### src/hw/rtl/ptz_frame_receiver_defines.svh
// Assertion macros used by the frame receiver
`ifndef PTZ_FRAME_RECEIVER_DEFINES_SVH
`define PTZ_FRAME_RECEIVER_DEFINES_SVH

`ifndef SYNTHESIS
`define PTZ_ASSERT(label, prop) \
  label: assert property (@(posedge clk_i) disable iff (!rst_ni) prop) \
    else $error("ptz assertion failed");
`define PTZ_ASSERT_RST(label, prop) \
  label: assert property (@(posedge clk_i) prop) \
    else $error("ptz reset assertion failed");
`else
`define PTZ_ASSERT(label, prop)
`define PTZ_ASSERT_RST(label, prop)
`endif

`endif

### src/hw/rtl/ptz_pkg.sv
package ptz_pkg;

  localparam int unsigned HoldLen = 6;

  typedef logic [7:0] byte_t;

  localparam byte_t SyncMain = 8'hFF;
  localparam byte_t SyncAlt  = 8'h53;
  localparam byte_t AddrMain = 8'h01;

  typedef struct packed {
    logic shift;
    logic clear;
  } cell_ctrl_t;

  typedef struct packed {
    byte_t sync_byte;
    byte_t second_byte;
    byte_t third_byte;
    byte_t fourth_byte;
    byte_t fifth_byte;
    byte_t sixth_byte;
    byte_t sum_byte;
  } frame_t;

endpackage

### src/hw/rtl/ptz_if.sv
interface ptz_byte_if;
  import ptz_pkg::*;

  logic  valid;
  logic  ready;
  byte_t rx_byte;

  modport source (output valid, output rx_byte, input ready);
  modport sink (input valid, input rx_byte, output ready);
endinterface

interface ptz_frame_if;
  import ptz_pkg::*;

  logic  valid;
  logic  ready;
  byte_t sync_byte;
  byte_t second_byte;
  byte_t third_byte;
  byte_t fourth_byte;
  byte_t fifth_byte;
  byte_t sixth_byte;
  byte_t sum_byte;

  modport source (
    output valid, output sync_byte, output second_byte, output third_byte,
    output fourth_byte, output fifth_byte, output sixth_byte, output sum_byte,
    input ready
  );
  modport sink (
    input valid, input sync_byte, input second_byte, input third_byte,
    input fourth_byte, input fifth_byte, input sixth_byte, input sum_byte,
    output ready
  );
endinterface

### src/hw/rtl/ptz_cell.sv
module ptz_cell (
  input  logic               clk_i,
  input  logic               rst_ni,
  input  ptz_pkg::cell_ctrl_t ctrl_i,
  input  ptz_pkg::byte_t     byte_i,
  input  logic               valid_i,
  input  ptz_pkg::byte_t     sum_i,
  output ptz_pkg::byte_t     byte_o,
  output logic               valid_o,
  output ptz_pkg::byte_t     sum_o
);
  import ptz_pkg::*;

  byte_t byte_q;
  logic  valid_q;

  always_ff @(posedge clk_i or negedge rst_ni) begin
    if (!rst_ni) begin
      valid_q <= 1'b0;
    end else if (ctrl_i.clear) begin
      valid_q <= 1'b0;
    end else if (ctrl_i.shift) begin
      valid_q <= valid_i;
    end
  end

  always_ff @(posedge clk_i) begin
    if (ctrl_i.shift) begin
      byte_q <= byte_i;
    end
  end

  assign byte_o  = byte_q;
  assign valid_o = valid_q;
  assign sum_o   = sum_i + byte_q;

endmodule

### src/hw/rtl/ptz_out_reg.sv
module ptz_out_reg (
  input  logic              clk_i,
  input  logic              rst_ni,
  input  logic              load_i,
  input  ptz_pkg::frame_t   frame_i,
  output logic              space_o,
  ptz_frame_if.source       frame_o
);
  import ptz_pkg::*;

  logic   valid_q;
  logic   valid_d;
  frame_t frame_q;

  assign space_o = !valid_q || frame_o.ready;

  always_comb begin
    valid_d = valid_q;
    if (frame_o.ready) begin
      valid_d = 1'b0;
    end
    if (load_i) begin
      valid_d = 1'b1;
    end
  end

  always_ff @(posedge clk_i or negedge rst_ni) begin
    if (!rst_ni) begin
      valid_q <= 1'b0;
    end else begin
      valid_q <= valid_d;
    end
  end

  always_ff @(posedge clk_i) begin
    if (load_i) begin
      frame_q <= frame_i;
    end
  end

  assign frame_o.valid       = valid_q;
  assign frame_o.sync_byte   = frame_q.sync_byte;
  assign frame_o.second_byte = frame_q.second_byte;
  assign frame_o.third_byte  = frame_q.third_byte;
  assign frame_o.fourth_byte = frame_q.fourth_byte;
  assign frame_o.fifth_byte  = frame_q.fifth_byte;
  assign frame_o.sixth_byte  = frame_q.sixth_byte;
  assign frame_o.sum_byte    = frame_q.sum_byte;

endmodule

### src/hw/rtl/ptz_frame_receiver.sv
// Accepting a closing byte registers its frame, which then shows on frame_o.
// One byte per cycle unless stalled; the six cells shift on each non-closing byte.
// rx_i stalls only while a finished frame waits in the output register.
// Reset (async, active low) empties the window and drops any pending frame.
`include "ptz_frame_receiver_defines.svh"

module ptz_frame_receiver (
  input  logic         clk_i,
  input  logic         rst_ni,
  ptz_byte_if.sink     rx_i,
  ptz_frame_if.source  frame_o
);
  import ptz_pkg::*;

  byte_t      cell_byte  [HoldLen+1];
  logic       cell_valid [HoldLen+1];
  byte_t      cell_sum   [HoldLen+1];
  cell_ctrl_t ctrl;
  logic       space;
  logic       accept;
  logic       head_ok;
  logic       frame_ok;
  logic       load;
  frame_t     frame;

  assign cell_byte[HoldLen]  = rx_i.rx_byte;
  assign cell_valid[HoldLen] = 1'b1;
  assign cell_sum[0]         = '0;

  for (genvar k = 0; k < HoldLen; k++) begin : g_cell
    ptz_cell u_cell (
      .clk_i   (clk_i),
      .rst_ni  (rst_ni),
      .ctrl_i  (ctrl),
      .byte_i  (cell_byte[k+1]),
      .valid_i (cell_valid[k+1]),
      .sum_i   (cell_sum[k]),
      .byte_o  (cell_byte[k]),
      .valid_o (cell_valid[k]),
      .sum_o   (cell_sum[k+1])
    );
  end

  assign rx_i.ready = space;
  assign accept     = rx_i.valid && space;

  assign head_ok  = (cell_byte[0] == SyncAlt) ||
                    ((cell_byte[0] == SyncMain) && (cell_byte[1] == AddrMain));
  assign frame_ok = cell_valid[0] && head_ok && (rx_i.rx_byte == cell_sum[HoldLen]);

  assign load       = accept && frame_ok;
  assign ctrl.clear = load;
  assign ctrl.shift = accept && !frame_ok;

  assign frame.sync_byte   = cell_byte[0];
  assign frame.second_byte = cell_byte[1];
  assign frame.third_byte  = cell_byte[2];
  assign frame.fourth_byte = cell_byte[3];
  assign frame.fifth_byte  = cell_byte[4];
  assign frame.sixth_byte  = cell_byte[5];
  assign frame.sum_byte    = rx_i.rx_byte;

  ptz_out_reg u_out_reg (
    .clk_i   (clk_i),
    .rst_ni  (rst_ni),
    .load_i  (load),
    .frame_i (frame),
    .space_o (space),
    .frame_o (frame_o)
  );

  `PTZ_ASSERT(a_rise_after_accept, $rose(frame_o.valid) |-> $past(accept))
  `PTZ_ASSERT(a_window_cleared, load |=> !cell_valid[0] && !cell_valid[HoldLen-1])
  `PTZ_ASSERT(a_frame_head, frame_o.valid |-> (frame_o.sync_byte == SyncAlt) || ((frame_o.sync_byte == SyncMain) && (frame_o.second_byte == AddrMain)))
  `PTZ_ASSERT(a_frame_sum, frame_o.valid |-> frame_o.sum_byte == byte_t'(frame_o.sync_byte + frame_o.second_byte + frame_o.third_byte + frame_o.fourth_byte + frame_o.fifth_byte + frame_o.sixth_byte))
  `PTZ_ASSERT_RST(a_reset_empty, !rst_ni |=> !frame_o.valid || !$past(rst_ni))

endmodule
### src/flat_wrapper.sv
// flat-port wrapper written by rule: the top's interface ports become plain ports
module ptz_frame_receiver_flat import ptz_pkg::*;
  (clk_i, rst_ni, rx_i_valid, rx_i_rx_byte, rx_i_ready, frame_o_valid, frame_o_sync_byte, frame_o_second_byte, frame_o_third_byte, frame_o_fourth_byte, frame_o_fifth_byte, frame_o_sixth_byte, frame_o_sum_byte, frame_o_ready);
  ptz_byte_if rx_i_i ();
  ptz_frame_if frame_o_i ();
  input  logic clk_i;
  input  logic rst_ni;
  input wire logic [$bits(rx_i_i.valid)-1:0] rx_i_valid;
  input wire logic [$bits(rx_i_i.rx_byte)-1:0] rx_i_rx_byte;
  output wire logic [$bits(rx_i_i.ready)-1:0] rx_i_ready;
  output wire logic [$bits(frame_o_i.valid)-1:0] frame_o_valid;
  output wire logic [$bits(frame_o_i.sync_byte)-1:0] frame_o_sync_byte;
  output wire logic [$bits(frame_o_i.second_byte)-1:0] frame_o_second_byte;
  output wire logic [$bits(frame_o_i.third_byte)-1:0] frame_o_third_byte;
  output wire logic [$bits(frame_o_i.fourth_byte)-1:0] frame_o_fourth_byte;
  output wire logic [$bits(frame_o_i.fifth_byte)-1:0] frame_o_fifth_byte;
  output wire logic [$bits(frame_o_i.sixth_byte)-1:0] frame_o_sixth_byte;
  output wire logic [$bits(frame_o_i.sum_byte)-1:0] frame_o_sum_byte;
  input wire logic [$bits(frame_o_i.ready)-1:0] frame_o_ready;
  assign rx_i_i.valid = rx_i_valid;
  assign rx_i_i.rx_byte = rx_i_rx_byte;
  assign rx_i_ready = rx_i_i.ready;
  assign frame_o_valid = frame_o_i.valid;
  assign frame_o_sync_byte = frame_o_i.sync_byte;
  assign frame_o_second_byte = frame_o_i.second_byte;
  assign frame_o_third_byte = frame_o_i.third_byte;
  assign frame_o_fourth_byte = frame_o_i.fourth_byte;
  assign frame_o_fifth_byte = frame_o_i.fifth_byte;
  assign frame_o_sixth_byte = frame_o_i.sixth_byte;
  assign frame_o_sum_byte = frame_o_i.sum_byte;
  assign frame_o_i.ready = frame_o_ready;
  ptz_frame_receiver u_core (.clk_i(clk_i), .rst_ni(rst_ni), .rx_i(rx_i_i), .frame_o(frame_o_i));
endmodule
### config.mk
export PLATFORM = sky130hd
export DESIGN_NAME = ptz_frame_receiver_flat
export DESIGN_NICKNAME = d
export VERILOG_FILES = /design/src/hw/rtl/ptz_pkg.sv /design/src/hw/rtl/ptz_if.sv /design/src/hw/rtl/ptz_cell.sv /design/src/hw/rtl/ptz_out_reg.sv /design/src/hw/rtl/ptz_frame_receiver.sv /design/src/flat_wrapper.sv
export VERILOG_INCLUDE_DIRS = /design/src /design/src/hw/rtl
export SDC_FILE = /design/constraint.sdc
export NUM_CORES = 1
export LEC_CHECK = 0
export ABC_CLOCK_PERIOD_IN_PS = 21300
export BUFFER_PORTS_ARGS = -buffer_cell sky130_fd_sc_hd__buf_2
export CAP_MARGIN = 40
export CORE_ASPECT_RATIO = 1.1
export CORE_MARGIN = 10
export CORE_UTILIZATION = 40
export DETAILED_ROUTE_END_ITERATION = 7
export PLACE_DENSITY = 0.69
export SYNTH_ARGS = -nofsm -noshare
export SYNTH_HDL_FRONTEND = slang
export SYNTH_SLANG_ARGS = --single-unit
### constraint.sdc
create_clock -name clk_i -period 21.3 [get_ports clk_i]
set_input_delay 4.26 -clock clk_i [delete_from_list [all_inputs] [get_ports clk_i]]
set_output_delay 4.26 -clock clk_i [all_outputs]
set_load 0.05 [all_outputs]
==> flow_summary.json <==
{
  "status": "complete, no violations",
  "cts.repair_timing.setup_buffer_count": 0,
  "layout_common_cells": "edfxtp_1 (104), buf_2 (69), inv_1 (39)",
  "grt_usage_pct": 9.90,
  "fin_nets": 368,
  "period_share_pct": 42.2,
  "syn_area_mm2": 0.00452,
  "rr_endpoint": "u_core.u_out_reg.frame_o.fifth_byte[0]$_DFFE_PP_",
  "fin_cells": 474,
  "synth_top_area_share_pct": 69.1,
  "rsz0062_at_grt": "false",
  "overflow": 0,
  "area.growth.synth_to_final_pct": 18.5,
  "dp_hpwl_um": 5650,
  "required_ps": 17040,
  "routedWlPerCell_um": 16.2,
  "grt_max_degree": 49,
  "drtIter0Drc": 119,
  "io_pins": 70,
  "p_leak_nw": 2.07,
  "cts.hold.buffers_added": 0,
  "antenna_found_initial": 0,
  "end_kind": "primary output",
  "syn-num-nets": 285,
  "die_w_um": 121,
  "worst_pin_slew_ps": 813,
  "cts-resized-gates": 0,
  "crit_end": "rx_i_ready",
  "wl_um": 7680,
  "drv_slew": 0,
  "yosysTopAreaCell": "edfxtp_1",
  "cp-start-kind": "input pin",
  "cts.htree.levels": 3,
  "place_area_mm2": 0.00509,
  "fp.dieArea_mm2": 0.0160,
  "tns_ps": 0,
  "start_util_pct": 41.1,
  "ant_nets": 0,
  "power_density_mw_per_mm2": 102,
  "cts_tree": "done",
  "yosys_warnings": 0,
  "insertion_delay_ps": 340,
  "relSlewSlack_pct": 45.4,
  "grt_first_pass_wirelength_um": 12300,
  "hp-class": "reg -> reg",
  "vias": 2142,
  "ir_drop_uv": 71.0,
  "clock_sinks": 111,
  "gp_congestion": 0.771,
  "timing.rr.start": "u_core.g_cell[5].u_cell.byte_o[2]$_DFFE_PP_",
  "layout-drive-gt1-share_pct": 28.4,
  "timing.fmax_mhz": 111,
  "cp-startpoint": "frame_o_ready",
  "die_y_um": 132,
  "finalSetupViolations": 0,
  "ff2ff_path_depth": 13,
  "path_max_fanout": 3,
  "finalInstanceArea_mm2": 0.00536,
  "rows": 40,
  "yosys.cell_types.count": 27,
  "clockRootBuffer": "clkbuf_16",
  "critical_path_class": "in -> out",
  "final_common_cell": "edfxtp_1",
  "ys_seq_area_share_pct": 72.9,
  "diodes": 0,
  "clk_transition_reported_paths_ps": 70,
  "port_buffers": 69,
  "finalHoldViolations": 0,
  "grt_pass1_vias": 2344,
  "avgSynthCellArea_um2": 18.8,
  "fin_crit_ps": 8990,
  "r2r_slack_ps": 16220,
  "vias_per_cell": 4.52,
  "cap_violations": 0,
  "cts_buffers": 9,
  "drc": 0,
  "cp.arrival_ps": 4730,
  "totalPowerFinal_uw": 546,
  "cts.path.max_buffers": 2,
  "yosys-top-cells-area": "edfxtp_1 (69%), fa_1 (12%), dfrtp_1 (3.9%)",
  "synthCells": 240,
  "place_inst": 459,
  "dr.pass1.iters": 4,
  "fin_util_pct": 48.7,
  "clock_skew_ps": 7.49,
  "core_area_mm2": 0.0110,
  "ys_ff_latch": 111
}
[logic make-up after synthesis]
logic type	after synthesis	synth area share, %
compound gates	17	2.24
buf+inv	39	3.24
flops	111	72.9
mux	5	1.11
fa+ha+maj	33	13.6
simple gates	15	2.68
xor+xnor	20	4.18
[worst min-delay path by stage]
stage / from / to / slack (ps) / cells past startpoint
final: u_core.g_cell[5].u_cell.byte_o[0]$_DFFE_PP_ / u_core.u_out_reg.frame_o.sixth_byte[0]$_DFFE_PP_ / 490 / 0
after floorplan: u_core.g_cell[3].u_cell.byte_o[0]$_DFFE_PP_ / u_core.g_cell[2].u_cell.byte_o[0]$_DFFE_PP_ / 450 / 0
after global routing: u_core.g_cell[5].u_cell.byte_o[0]$_DFFE_PP_ / u_core.g_cell[4].u_cell.byte_o[0]$_DFFE_PP_ / 510 / 0
after detailed placement: u_core.g_cell[5].u_cell.byte_o[0]$_DFFE_PP_ / u_core.g_cell[4].u_cell.byte_o[0]$_DFFE_PP_ / 480 / 0
after CTS: u_core.g_cell[5].u_cell.byte_o[0]$_DFFE_PP_ / u_core.u_out_reg.frame_o.sixth_byte[0]$_DFFE_PP_ / 490 / 0
after global placement: u_core.g_cell[5].u_cell.byte_o[0]$_DFFE_PP_ / u_core.u_out_reg.frame_o.sixth_byte[0]$_DFFE_PP_ / 460 / 0
[registers in the layout, summed over array words and instances, names as in the netlist]
register                              cells
u_core.u_out_reg.frame_o.sync_byte        8
u_core.u_out_reg.frame_o.sum_byte         8
u_core.u_out_reg.frame_o.valid            1
u_core.u_out_reg.frame_o.second_byte      8
u_core.u_out_reg.frame_o.fifth_byte       8
u_core.u_out_reg.frame_o.fourth_byte      8
u_core.u_out_reg.frame_o.third_byte       8
u_core.g_cell.u_cell.valid_o              6
u_core.u_out_reg.frame_o.sixth_byte       8
u_core.g_cell.u_cell.byte_o              48
[cells in the mapped netlist]
| master | number |
|---|---|
| edfxtp_1 | 104 |
| inv_1 | 39 |
| fa_1 | 27 |
| xnor2_1 | 15 |
| a21oi_1 | 11 |
| dfrtp_1 | 7 |
| ha_1 | 6 |
| mux2i_1 | 5 |
| xor2_1 | 4 |
| nand2_1 | 3 |
| a21o_1 | 2 |
| nor3_1 | 2 |
| a32o_1 | 1 |
| and3_1 | 1 |
| nand3_1 | 1 |
| nand4_1 | 1 |
| nor3_2 | 1 |
| nor3b_1 | 1 |
| nor4_4 | 1 |
| o2111ai_1 | 1 |
| o21ai_0 | 1 |
| o31ai_1 | 1 |
| or4_1 | 1 |
| or4b_1 | 1 |
| or4b_4 | 1 |
| or4bb_2 | 1 |
| xnor3_1 | 1 |
[per-stage QoR]
stage / hold WS [ps] / setup WS [ps]
floorplan: 445 / 11340
global placement: 462 / 12320
detailed placement: 477 / 12310
CTS: 494 / 12310
global route: 506 / 12270
finish: 485 / 12310
[worst max-delay path, cell delays in order]
cell	delay (ps)
buf_2	70
inv_1	40
nand2_1	80
buf_2	270
[area by class of cell]
| class | instances | area [um2] |
|---|---|---|
| fillers | 950 | 5650 |
| inverters | 39 | 146 |
| clock inverters | 6 | 45.0 |
| repair buffers | 72 | 368 |
| well taps | 147 | 184 |
| clock buffers | 9 | 225 |
| flip-flops and latches | 111 | 3300 |
| multi-input cells | 90 | 1090 |
[power by group]
part	total [mW]	internal (mW)	leakage, nW	switching, mW
sequential	0.252	0.246	1.04	0.00640
clock	0.153	0.0795	0.136	0.0735
combinational	0.141	0.0579	0.896	0.0831
total	0.546	0.383	2.07	0.163
[routing by layer]
layer | track usage [%] | part of all wire, % | wire, um
met1 | 11.6 | 43 | 3270
met2 | 15.8 | 49 | 3760
met3 | 3.38 | 6.4 | 491
met4 | 4.64 | 2.0 | 152
met5 | 0 | 0 | 0
(Power assumes the default switching activity.)
